**src/rtl/core/ttd_pkg.sv**
```systemverilog
package ttd_pkg;

   localparam int unsigned SUSTAIN_MS  = 200;
   localparam int unsigned TAPS_NEEDED = 3;

   localparam int unsigned AXIS_W   = 15;
   localparam int unsigned MAG_W    = 15;
   localparam int unsigned LEVEL_W  = 23;
   localparam int unsigned TIME_W   = 32;
   localparam int unsigned REQ_W    = 80;
   localparam int unsigned RSP_W    = 192;
   localparam int unsigned CSR_IX_W = 3;
   localparam int unsigned CSR_D_W  = 16;

   typedef enum logic [1:0] {
      OP_SAMPLE      = 2'd0,
      OP_SEQ_CLEAR   = 2'd1,
      OP_STATS_CLEAR = 2'd2,
      OP_NONE        = 2'd3
   } ttd_op_type;

   typedef enum logic [CSR_IX_W-1:0] {
      REG_TAP_THR   = 3'd0,
      REG_WINDOW    = 3'd1,
      REG_MIN_GAP   = 3'd2,
      REG_MAX_GAP   = 3'd3,
      REG_DEBOUNCE  = 3'd4,
      REG_VIB_ON    = 3'd5,
      REG_VIB_THR   = 3'd6,
      REG_UNUSED    = 3'd7
   } ttd_reg_type;

   typedef enum logic [1:0] {
      PH_IDLE     = 2'd0,
      PH_FIRST    = 2'd1,
      PH_SECOND   = 2'd2,
      PH_DEBOUNCE = 2'd3
   } ttd_phase_type;

   typedef enum logic [3:0] {
      S_IDLE,
      S_SQUARE,
      S_ROOT,
      S_LEVEL_LOAD,
      S_LEVEL,
      S_DECIDE,
      S_MULT,
      S_MEAN_LOAD,
      S_DIVIDE,
      S_OUTPUT
   } ttd_state_type;

   function automatic logic [AXIS_W-1:0] abs15(input logic [AXIS_W-1:0] v);
      logic [AXIS_W:0] m;
      m = {1'b1, {AXIS_W{1'b0}}} - {1'b0, v};
      return v[AXIS_W-1] ? m[AXIS_W-1:0] : v;
   endfunction

endpackage

```
**src/rtl/core/triple_tap_detector_core.sv**
```systemverilog
// Channel | Direction | Handshake           | Payload
// req     | in        | req_tvalid/tready   | tuser opcode, tdata axes and time
// rsp     | out       | rsp_tvalid/tready   | tdata state, flags and statistics
// csr     | in        | csr_valid/ready     | csr_index, csr_data
//
// A sample runs the sum of squares, the square root, a level load, the divide by
// ten of the vibration level and the decision; a taken tap adds the mean update.
// Output and idle end every transaction; a sequence or statistics opcode goes from
// idle straight to the output. Reset is synchronous and active high; it restores
// configuration, control, detection and statistics state, but not the datapath.
// Register writes are taken only between transactions and hold off req_tready.
// A stalled result waits in an output register while the next transaction runs; a
// second finished result then waits for that register with req_tready low.
module triple_tap_detector_core
   import ttd_pkg::*;
(
   input  logic                clock,
   input  logic                reset,
   input  logic                req_tvalid,
   output logic                req_tready,
   input  logic [1:0]          req_tuser,   // opcode
   input  logic [REQ_W-1:0]    req_tdata,   // axis_x, axis_y, axis_z, now_ms, zero pad
   output logic                rsp_tvalid,
   input  logic                rsp_tready,
   // detect_state, taps_in_sequence, tap_taken, tap_axes, triple_tap,
   // vibration_rejected, total_tap_count, false_positive_count, triple_total,
   // vibration_event_count, mean_tap_magnitude, last_triple_time, zero pad
   output logic [RSP_W-1:0]    rsp_tdata,
   input  logic                csr_valid,
   output logic                csr_ready,
   input  logic [CSR_IX_W-1:0] csr_index,
   input  logic [CSR_D_W-1:0]  csr_data
);

   // Configuration registers.
   logic [14:0] tap_thr_ff, vib_thr_ff;
   logic [15:0] window_ff, min_gap_ff, max_gap_ff, debounce_ff;
   logic        vib_on_ff;

   // Detection and statistics state.
   logic [1:0]        phase_ff, tapn_ff;
   logic [TIME_W-1:0] start_ff, prev_ff, quiet_ff, since_ff;
   logic [LEVEL_W-1:0] level_ff;
   logic              timing_ff;
   logic [31:0]       taps_ff, false_ff, triples_ff, vib_total_ff, last_ff;
   logic [MAG_W-1:0]  mean_ff;

   // Datapath of the current transaction.
   ttd_state_type     state_ff, state_in;
   logic [4:0]        cnt_ff;
   logic [AXIS_W-1:0] ax_ff, ay_ff, az_ff;
   logic [TIME_W-1:0] now_ff;
   logic [29:0]       sq_ff, n_ff;
   logic [30:0]       root_ff, bit_ff;
   logic [26:0]       dnum_ff, dq_ff;
   logic [3:0]        drem_ff;
   logic [46:0]       prod_ff;
   logic [31:0]       mrem_ff;
   logic [14:0]       mlo_ff, mq_ff;
   logic              taken_ff, triple_ff, rej_ff;
   logic [2:0]        axes_ff;
   logic              rsp_tvalid_ff;
   logic [RSP_W-1:0]  rsp_tdata_ff;

   logic              accept, rsp_load;

   // Decision results.
   logic [1:0]        phase_in, tapn_in;
   logic [TIME_W-1:0] start_in, prev_in, quiet_in, since_in, last_in;
   logic              timing_in, take_in, trip_in, rej_in, go;
   logic [31:0]       taps_in, false_in, triples_in, vib_total_in, gap;
   logic [2:0]        axes_in;

   logic [MAG_W-1:0]  mag;
   logic [LEVEL_W-1:0] lvl_new;
   logic [AXIS_W-1:0] sq_sel;
   logic [30:0]       rb;
   logic [4:0]        dsh;
   logic [32:0]       msh;
   logic [46:0]       mnum;

   assign mag     = root_ff[MAG_W-1:0];
   assign lvl_new = dq_ff[LEVEL_W-1:0];
   assign rb      = root_ff + bit_ff;
   assign dsh     = {drem_ff, dnum_ff[26]};
   assign msh     = {mrem_ff, mlo_ff[14]};
   assign mnum    = prod_ff + {32'd0, mag};

   always_comb begin
      case (cnt_ff[1:0])
         2'd0:    sq_sel = ax_ff;
         2'd1:    sq_sel = ay_ff;
         default: sq_sel = az_ff;
      endcase
   end

   // Next state.
   always_comb begin
      state_in = state_ff;
      case (state_ff)
         S_IDLE:
            if (accept) begin
               state_in = (ttd_op_type'(req_tuser) == OP_SAMPLE) ? S_SQUARE : S_OUTPUT;
            end
         S_SQUARE:     if (cnt_ff == 5'd3) state_in = S_ROOT;
         S_ROOT:       if (cnt_ff == 5'd15) state_in = S_LEVEL_LOAD;
         S_LEVEL_LOAD: state_in = S_LEVEL;
         S_LEVEL:      if (cnt_ff == 5'd26) state_in = S_DECIDE;
         S_DECIDE:     state_in = (take_in && taps_in != 32'd0) ? S_MULT : S_OUTPUT;
         S_MULT:       state_in = S_MEAN_LOAD;
         S_MEAN_LOAD:  state_in = S_DIVIDE;
         S_DIVIDE:     if (cnt_ff == 5'd14) state_in = S_OUTPUT;
         S_OUTPUT:     if (rsp_load) state_in = S_IDLE;
         default:      state_in = S_IDLE;
      endcase
   end

   // Handshake outputs. A pending register write goes ahead of a new transaction.
   always_comb begin
      csr_ready  = (state_ff == S_IDLE);
      req_tready = (state_ff == S_IDLE) && !csr_valid;
      rsp_load   = (state_ff == S_OUTPUT) && (!rsp_tvalid_ff || rsp_tready);
   end

   assign accept     = req_tvalid && req_tready;
   assign rsp_tvalid = rsp_tvalid_ff;
   assign rsp_tdata  = rsp_tdata_ff;

   // Sample decision: vibration timing, tap sequence and statistics, all taken
   // from the new vibration level and the magnitude.
   always_comb begin
      phase_in = phase_ff;  tapn_in = tapn_ff;  start_in = start_ff;
      prev_in = prev_ff;    quiet_in = quiet_ff; since_in = since_ff;
      last_in = last_ff;    timing_in = timing_ff;
      taps_in = taps_ff;    false_in = false_ff; triples_in = triples_ff;
      vib_total_in = vib_total_ff;
      take_in = 1'b0; trip_in = 1'b0; rej_in = 1'b0; axes_in = 3'd0; go = 1'b1;
      gap = now_ff - prev_ff;
      if (vib_on_ff) begin
         if (lvl_new > {vib_thr_ff, 8'd0}) begin
            if (!timing_ff) begin
               timing_in = 1'b1;
               since_in  = now_ff;
            end
            if ((now_ff - since_in) > SUSTAIN_MS) begin
               vib_total_in = vib_total_ff + 32'd1;
               rej_in = 1'b1;
               go = 1'b0;
            end
         end else begin
            timing_in = 1'b0;
         end
      end
      if (go && mag >= tap_thr_ff) begin
         if (phase_ff == PH_DEBOUNCE) begin
            if ((now_ff - quiet_ff) < {16'd0, debounce_ff}) begin
               go = 1'b0;
            end else begin
               phase_in = PH_IDLE; tapn_in = 2'd0; start_in = '0; prev_in = '0;
            end
         end
         gap = now_ff - prev_in;
         if (go && tapn_in != 2'd0) begin
            if (gap < {16'd0, min_gap_ff} || gap > {16'd0, max_gap_ff}) begin
               phase_in = PH_IDLE; tapn_in = 2'd0; start_in = '0; prev_in = '0;
               false_in = false_ff + 32'd1;
               go = 1'b0;
            end
         end
         if (go) begin
            take_in = 1'b1;
            axes_in[0] = {ax_ff, 1'b0} > {1'b0, tap_thr_ff};
            axes_in[1] = {ay_ff, 1'b0} > {1'b0, tap_thr_ff};
            axes_in[2] = {az_ff, 1'b0} > {1'b0, tap_thr_ff};
            tapn_in = tapn_in + 2'd1;
            prev_in = now_ff;
            if (tapn_in == 2'd1) begin
               start_in = now_ff;
               phase_in = PH_FIRST;
            end else if (tapn_in == 2'd2) begin
               phase_in = PH_SECOND;
            end
            taps_in = taps_ff + 32'd1;
            if ({30'd0, tapn_in} >= TAPS_NEEDED) begin
               if ((now_ff - start_in) <= {16'd0, window_ff}) begin
                  phase_in   = PH_DEBOUNCE;
                  quiet_in   = now_ff;
                  triples_in = triples_ff + 32'd1;
                  last_in    = now_ff;
                  trip_in    = 1'b1;
               end else begin
                  phase_in = PH_IDLE; tapn_in = 2'd0; start_in = '0; prev_in = '0;
                  false_in = false_ff + 32'd1;
               end
            end else if ((now_ff - start_in) > {16'd0, window_ff}) begin
               phase_in = PH_IDLE; tapn_in = 2'd0; start_in = '0; prev_in = '0;
               false_in = false_ff + 32'd1;
            end
         end
      end
   end

   always_ff @(posedge clock) begin
      if (reset) begin
         state_ff <= S_IDLE;
         cnt_ff <= '0;
         tap_thr_ff <= 15'd2000; window_ff <= 16'd1000; min_gap_ff <= 16'd50;
         max_gap_ff <= 16'd500; debounce_ff <= 16'd1000; vib_on_ff <= 1'b1;
         vib_thr_ff <= 15'd500;
         phase_ff <= PH_IDLE; tapn_ff <= '0; start_ff <= '0; prev_ff <= '0;
         quiet_ff <= '0; level_ff <= '0; since_ff <= '0; timing_ff <= 1'b0;
         taps_ff <= '0; false_ff <= '0; triples_ff <= '0; vib_total_ff <= '0;
         mean_ff <= '0; last_ff <= '0;
         rsp_tvalid_ff <= 1'b0;
      end else begin
         state_ff <= state_in;
         if (rsp_load) begin
            rsp_tvalid_ff <= 1'b1;
         end else if (rsp_tready) begin
            rsp_tvalid_ff <= 1'b0;
         end

         case (state_ff)
            S_IDLE: begin
               cnt_ff <= '0;
               if (csr_valid) begin
                  // A write to a listed register also restarts the tap sequence.
                  case (ttd_reg_type'(csr_index))
                     REG_TAP_THR:  tap_thr_ff  <= csr_data[14:0];
                     REG_WINDOW:   window_ff   <= csr_data;
                     REG_MIN_GAP:  min_gap_ff  <= csr_data;
                     REG_MAX_GAP:  max_gap_ff  <= csr_data;
                     REG_DEBOUNCE: debounce_ff <= csr_data;
                     REG_VIB_ON:   vib_on_ff   <= csr_data[0];
                     REG_VIB_THR:  vib_thr_ff  <= csr_data[14:0];
                     default: ;
                  endcase
                  if (csr_index != REG_UNUSED) begin
                     phase_ff <= PH_IDLE; tapn_ff <= '0; start_ff <= '0; prev_ff <= '0;
                  end
               end else if (accept) begin
                  ax_ff <= abs15(req_tdata[14:0]);
                  ay_ff <= abs15(req_tdata[29:15]);
                  az_ff <= abs15(req_tdata[44:30]);
                  now_ff <= req_tdata[76:45];
                  n_ff <= '0;
                  root_ff <= '0;
                  bit_ff <= 31'h4000_0000;
                  taken_ff <= 1'b0; triple_ff <= 1'b0; rej_ff <= 1'b0; axes_ff <= '0;
                  case (ttd_op_type'(req_tuser))
                     OP_SEQ_CLEAR: begin
                        phase_ff <= PH_IDLE; tapn_ff <= '0; start_ff <= '0; prev_ff <= '0;
                     end
                     OP_STATS_CLEAR: begin
                        taps_ff <= '0; false_ff <= '0; triples_ff <= '0;
                        vib_total_ff <= '0; mean_ff <= '0; last_ff <= '0;
                     end
                     default: ;
                  endcase
               end
            end
            S_SQUARE: begin
               // One square per cycle, each added to the sum in the next cycle.
               sq_ff <= {15'd0, sq_sel} * {15'd0, sq_sel};
               if (cnt_ff != 5'd0) n_ff <= n_ff + sq_ff;
               cnt_ff <= (cnt_ff == 5'd3) ? 5'd0 : cnt_ff + 5'd1;
            end
            S_ROOT: begin
               if ({1'b0, n_ff} >= rb) begin
                  n_ff    <= n_ff - rb[29:0];
                  root_ff <= (root_ff >> 1) + bit_ff;
               end else begin
                  root_ff <= root_ff >> 1;
               end
               bit_ff <= bit_ff >> 2;
               cnt_ff <= (cnt_ff == 5'd15) ? 5'd0 : cnt_ff + 5'd1;
            end
            S_LEVEL_LOAD: begin
               dnum_ff <= {4'd0, mag, 8'd0} + {1'b0, level_ff, 3'd0} + {4'd0, level_ff};
               drem_ff <= '0;
               dq_ff   <= '0;
            end
            S_LEVEL: begin
               // Restoring division by ten, one quotient bit per cycle.
               if (dsh >= 5'd10) begin
                  drem_ff <= 4'(dsh - 5'd10);
                  dq_ff   <= {dq_ff[25:0], 1'b1};
               end else begin
                  drem_ff <= dsh[3:0];
                  dq_ff   <= {dq_ff[25:0], 1'b0};
               end
               dnum_ff <= {dnum_ff[25:0], 1'b0};
               cnt_ff  <= (cnt_ff == 5'd26) ? 5'd0 : cnt_ff + 5'd1;
            end
            S_DECIDE: begin
               level_ff <= lvl_new;
               phase_ff <= phase_in; tapn_ff <= tapn_in; start_ff <= start_in;
               prev_ff <= prev_in; quiet_ff <= quiet_in; since_ff <= since_in;
               timing_ff <= timing_in; last_ff <= last_in;
               taps_ff <= taps_in; false_ff <= false_in; triples_ff <= triples_in;
               vib_total_ff <= vib_total_in;
               taken_ff <= take_in; triple_ff <= trip_in; rej_ff <= rej_in;
               axes_ff <= axes_in;
               // Tap counter wrapped to zero: the mean restarts at this magnitude.
               if (take_in && taps_in == 32'd0) mean_ff <= mag;
            end
            S_MULT: prod_ff <= {32'd0, mean_ff} * {15'd0, taps_ff - 32'd1};
            S_MEAN_LOAD: begin
               // The mean never exceeds 15 bits, so the upper part is below the divisor.
               mrem_ff <= mnum[46:15];
               mlo_ff  <= mnum[14:0];
               mq_ff   <= '0;
            end
            S_DIVIDE: begin
               if (msh >= {1'b0, taps_ff}) begin
                  mrem_ff <= 32'(msh - {1'b0, taps_ff});
                  mq_ff   <= {mq_ff[13:0], 1'b1};
               end else begin
                  mrem_ff <= msh[31:0];
                  mq_ff   <= {mq_ff[13:0], 1'b0};
               end
               mlo_ff <= {mlo_ff[13:0], 1'b0};
               if (cnt_ff == 5'd14) begin
                  mean_ff <= (msh >= {1'b0, taps_ff}) ? {mq_ff[13:0], 1'b1}
                                                      : {mq_ff[13:0], 1'b0};
                  cnt_ff <= '0;
               end else begin
                  cnt_ff <= cnt_ff + 5'd1;
               end
            end
            default: ;
         endcase
      end
   end

   // Result register: loaded only when the previous result has been taken.
   always_ff @(posedge clock) begin
      if (rsp_load) begin
         rsp_tdata_ff <= {7'd0, last_ff, mean_ff, vib_total_ff, triples_ff, false_ff,
                          taps_ff, rej_ff, triple_ff, axes_ff, taken_ff, tapn_ff,
                          phase_ff};
      end
   end

endmodule

```
**config.mk**
```make
export PLATFORM = sky130hd
export DESIGN_NAME = triple_tap_detector_core
export DESIGN_NICKNAME = d
export VERILOG_FILES = /design/src/rtl/core/ttd_pkg.sv /design/src/rtl/core/triple_tap_detector_core.sv
export SDC_FILE = /design/constraint.sdc
export NUM_CORES = 2
export LEC_CHECK = 0
export BUFFER_PORTS_ARGS = -buffer_cell sky130_fd_sc_hd__buf_2
export CORE_UTILIZATION = 51
export CTS_BUF_LIST = sky130_fd_sc_hd__clkbuf_4
export DETAILED_ROUTE_END_ITERATION = 10
export PLACE_DENSITY = 0.68
export SYNTH_ARGS = -nofsm -noshare
export SYNTH_HDL_FRONTEND = slang
export SYNTH_SLANG_ARGS = --single-unit
```
**constraint.sdc**
```tcl
create_clock -name clock -period 21.8 [get_ports clock]
set_input_delay 4.36 -clock clock [delete_from_list [all_inputs] [get_ports clock]]
set_output_delay 4.36 -clock clock [all_outputs]
set_load 0.03 [all_outputs]
```
==> impl_metrics.yaml <==
status:
  status: "finished clean"
drt:
  vias: 64156
  post-route-drc-count: 0
  ant_nets: 0
  viasPerCell: 5.80
  drt_pass1_iterations: 6
  routed_wl_mm: 217
  first_iter_violations: 5108
  wl_per_cell_um: 19.6
setup_path:
  cp_common_cell: "ha_1"
  path_class: "reg -> reg"
  end_kind: "flop"
  max_stage_delay_ps: 820
  cp_data_required_time_ps: 22870
  path_max_fanout: 40
  crit_arrival_ps: 20210
  r2r_slack_ps: 2660
  crit_slowest_cell: "nor4_1"
  worstSetupStartpointType: "flop"
floorplanning:
  die_h_um: 392
  rows: 142
  die-area_um2: 154000
  io_pins: 301
  die_w_um: 392
  start_util_pct: 51.6
  core_um2: 150000
sta:
  hold_violations: 0
  rsz0062_at_grt: "false"
  finalHoldWorstSlack_ps: 400
  drv_slew: 0
  skew_ps: 176
  finalSetupTns_ps: 0
  layout_min_cycle_time_ps: 19140
  worstMarginPinSlew_ps: 1170
  slew_headroom_pct: 21.7
  fin_crit_sh_pct: 87.8
  setup_viol: 0
  fmax_mhz: 52.3
place:
  postPlaceCellArea_um2: 81500
  numPortBuffers: 290
  dp_hpwl_mm: 156
  place.gp.congestion: 0.933
final_layout:
  drive_gt1_share_pct: 11.1
  fin_util_pct: 56.6
  area_growth_pct: 9.58
  layout.nets: 10127
  final-seq-area_um2: 24800
  final_area_um2: 85100
  multi_input_area_um2: 48700
  fillers: 13488
grt:
  first_global_vias: 63493
  grt_max_degree: 166
  grt_pass1_wl_mm: 343
  overflow: 0
  antenna_found_initial: 14
  track_usage_pct: 28.2
job:
  maxCapViolCount: 0
clock_network:
  path_clk_slew_ps: 80
  cts.sinks: 972
  cts.path.max_buffers: 4
  cts_hold_buf: 0
  cts_root_buf: "clkbuf_4"
  insertion_delay_ps: 1250
  cts_resized: 0
  cts_made_buffers: 296
  cts_tree: "yes"
  post_cts_buffers: 0
  htreeDepth: 5
logic_synthesis:
  yosysWarnings: 0
  synth.distinct_cells: 91
  synth.top_cell.area_share_pct: 20.7
  synth_edf_count: 536
  yosys.area.top_type: "edfxtp_1"
  synth-seq-cells: 972
  syn_avg_cell_area_um2: 9.16
  synthArstFlopShare_pct: 0
  synthTopCellsByArea: "edfxtp_1 (21%), fa_1 (14%), dfxtp_1 (11%)"
  yosysSeqAreaShare_pct: 32.0
  ys.flop_type: "edfxtp_1"
  syn_area_um2: 77700
  syn_inst: 8480
min_path:
  hold_class: "reg -> reg"
## metrics by stage
step           setup slack (ps)  std cells
5_1_grt                    1350      11064
6_report                   2660      11065
4_1_cts                    2870      11057
3_3_place_gp               3230      10555
2_1_floorplan              3070       8486
3_5_place_dp               3100      10555
## worst paths after layout
| kind | from | endpoint | cells past startpoint |
|---|---|---|---|
| worst max-delay path | now_ff[0]$_DFFE_PP_ | prev_ff[9]$_SDFFE_PP0P_ | 73 |
| worst min-delay path | axes_ff[0]$_SDFFCE_PN0P_ | rsp_tdata[5]$_DFFE_PP_ | 0 |
| worst max register to register | now_ff[0]$_DFFE_PP_ | prev_ff[9]$_SDFFE_PP0P_ | 73 |
| worst min register to register | axes_ff[0]$_SDFFCE_PN0P_ | rsp_tdata[5]$_DFFE_PP_ | 0 |
## cells by family after synthesis
kind of cell	Yosys count	synth area share, %
buffers and inverters	1166	5.72
DFF	972	32.0
adders and majority gates	1184	24.4
AOI/OAI and AO/OA	1759	14.4
and+or+nand+nor	2861	17.3
xor gates and xnor gates	437	4.93
other	1	0.00483
muxes	100	1.30
## cells in the final DEF (no fill, tap or decap), drive strengths merged, types with 27 or more instances in the layout
cell type,count
nor3,131
and2,224
clkinv,93
o21ai,429
dfxtp,436
inv,783
and3,114
nor2b,107
ha,636
a21oi,510
xnor2,274
o211ai,79
a31oi,81
nand4,71
edfxtp,536
nand2,1042
clkbuf,414
or2,27
a211oi,86
nor4,47
mux2i,91
o21bai,52
buf,427
o21a,61
a22oi,72
nand2b,81
xor2,163
a21o,109
fa,548
or3,70
o31ai,40
nor2,660
nand3,186
## registers in the layout, summed over array words and instances, names as in the netlist, 29 cells and up
name	flops
start_ff	32
taps_ff	32
root_ff	31
prev_ff	32
triples_ff	32
prod_ff	47
false_ff	32
sq_ff	29
now_ff	32
last_ff	32
vib_total_ff	32
n_ff	30
quiet_ff	32
rsp_tdata	185
mrem_ff	32
since_ff	32
## Yosys cell counts (163+ instances only)
cell      number
a21oi_1      509
and2_1       223
clkbuf_1     333
dfxtp_1      436
edfxtp_1     536
fa_1         548
ha_1         636
inv_1        780
nand2_1     1042
nand3_1      186
nor2_1       660
o21ai_0      420
xnor2_1      274
xor2_1       163
## metal layers
| layer | routed length, um | share of wire (%) | track usage (%) |
|---|---|---|---|
| met1 | 92000 | 42 | 37.3 |
| met2 | 100000 | 46 | 45.9 |
| met3 | 17300 | 8.0 | 5.19 |
| met4 | 7320 | 3.4 | 10.5 |
| met5 | 13 | 0.0060 | 0 |
## layout make-up
cell class,instances,area share [%]
well taps,2016,2.96
multi-input cells,6348,57.2
diodes,8,0.0235
repair buffers,427,2.95
inverters,792,3.49
flip-flops and latches,972,29.2
clock inverters,88,0.540
clock buffers,414,3.65
## critical path: cells and delay by family (launching register included)
| family | cells | cell delay (ps) |
|---|---|---|
| XOR/XNOR | 3 | 640 |
| adder cells (fa/ha/maj) | 9 | 2670 |
| flip-flops | 1 | 550 |
| AND/OR/NAND/NOR | 26 | 6970 |
| AO/OA/AOI/OAI | 29 | 6330 |
| buffers and inverters | 6 | 1670 |
Power is left out: the tool's default activity adds up to more than one toggle a clock period on the data nets, which glitch-free logic cannot reach.
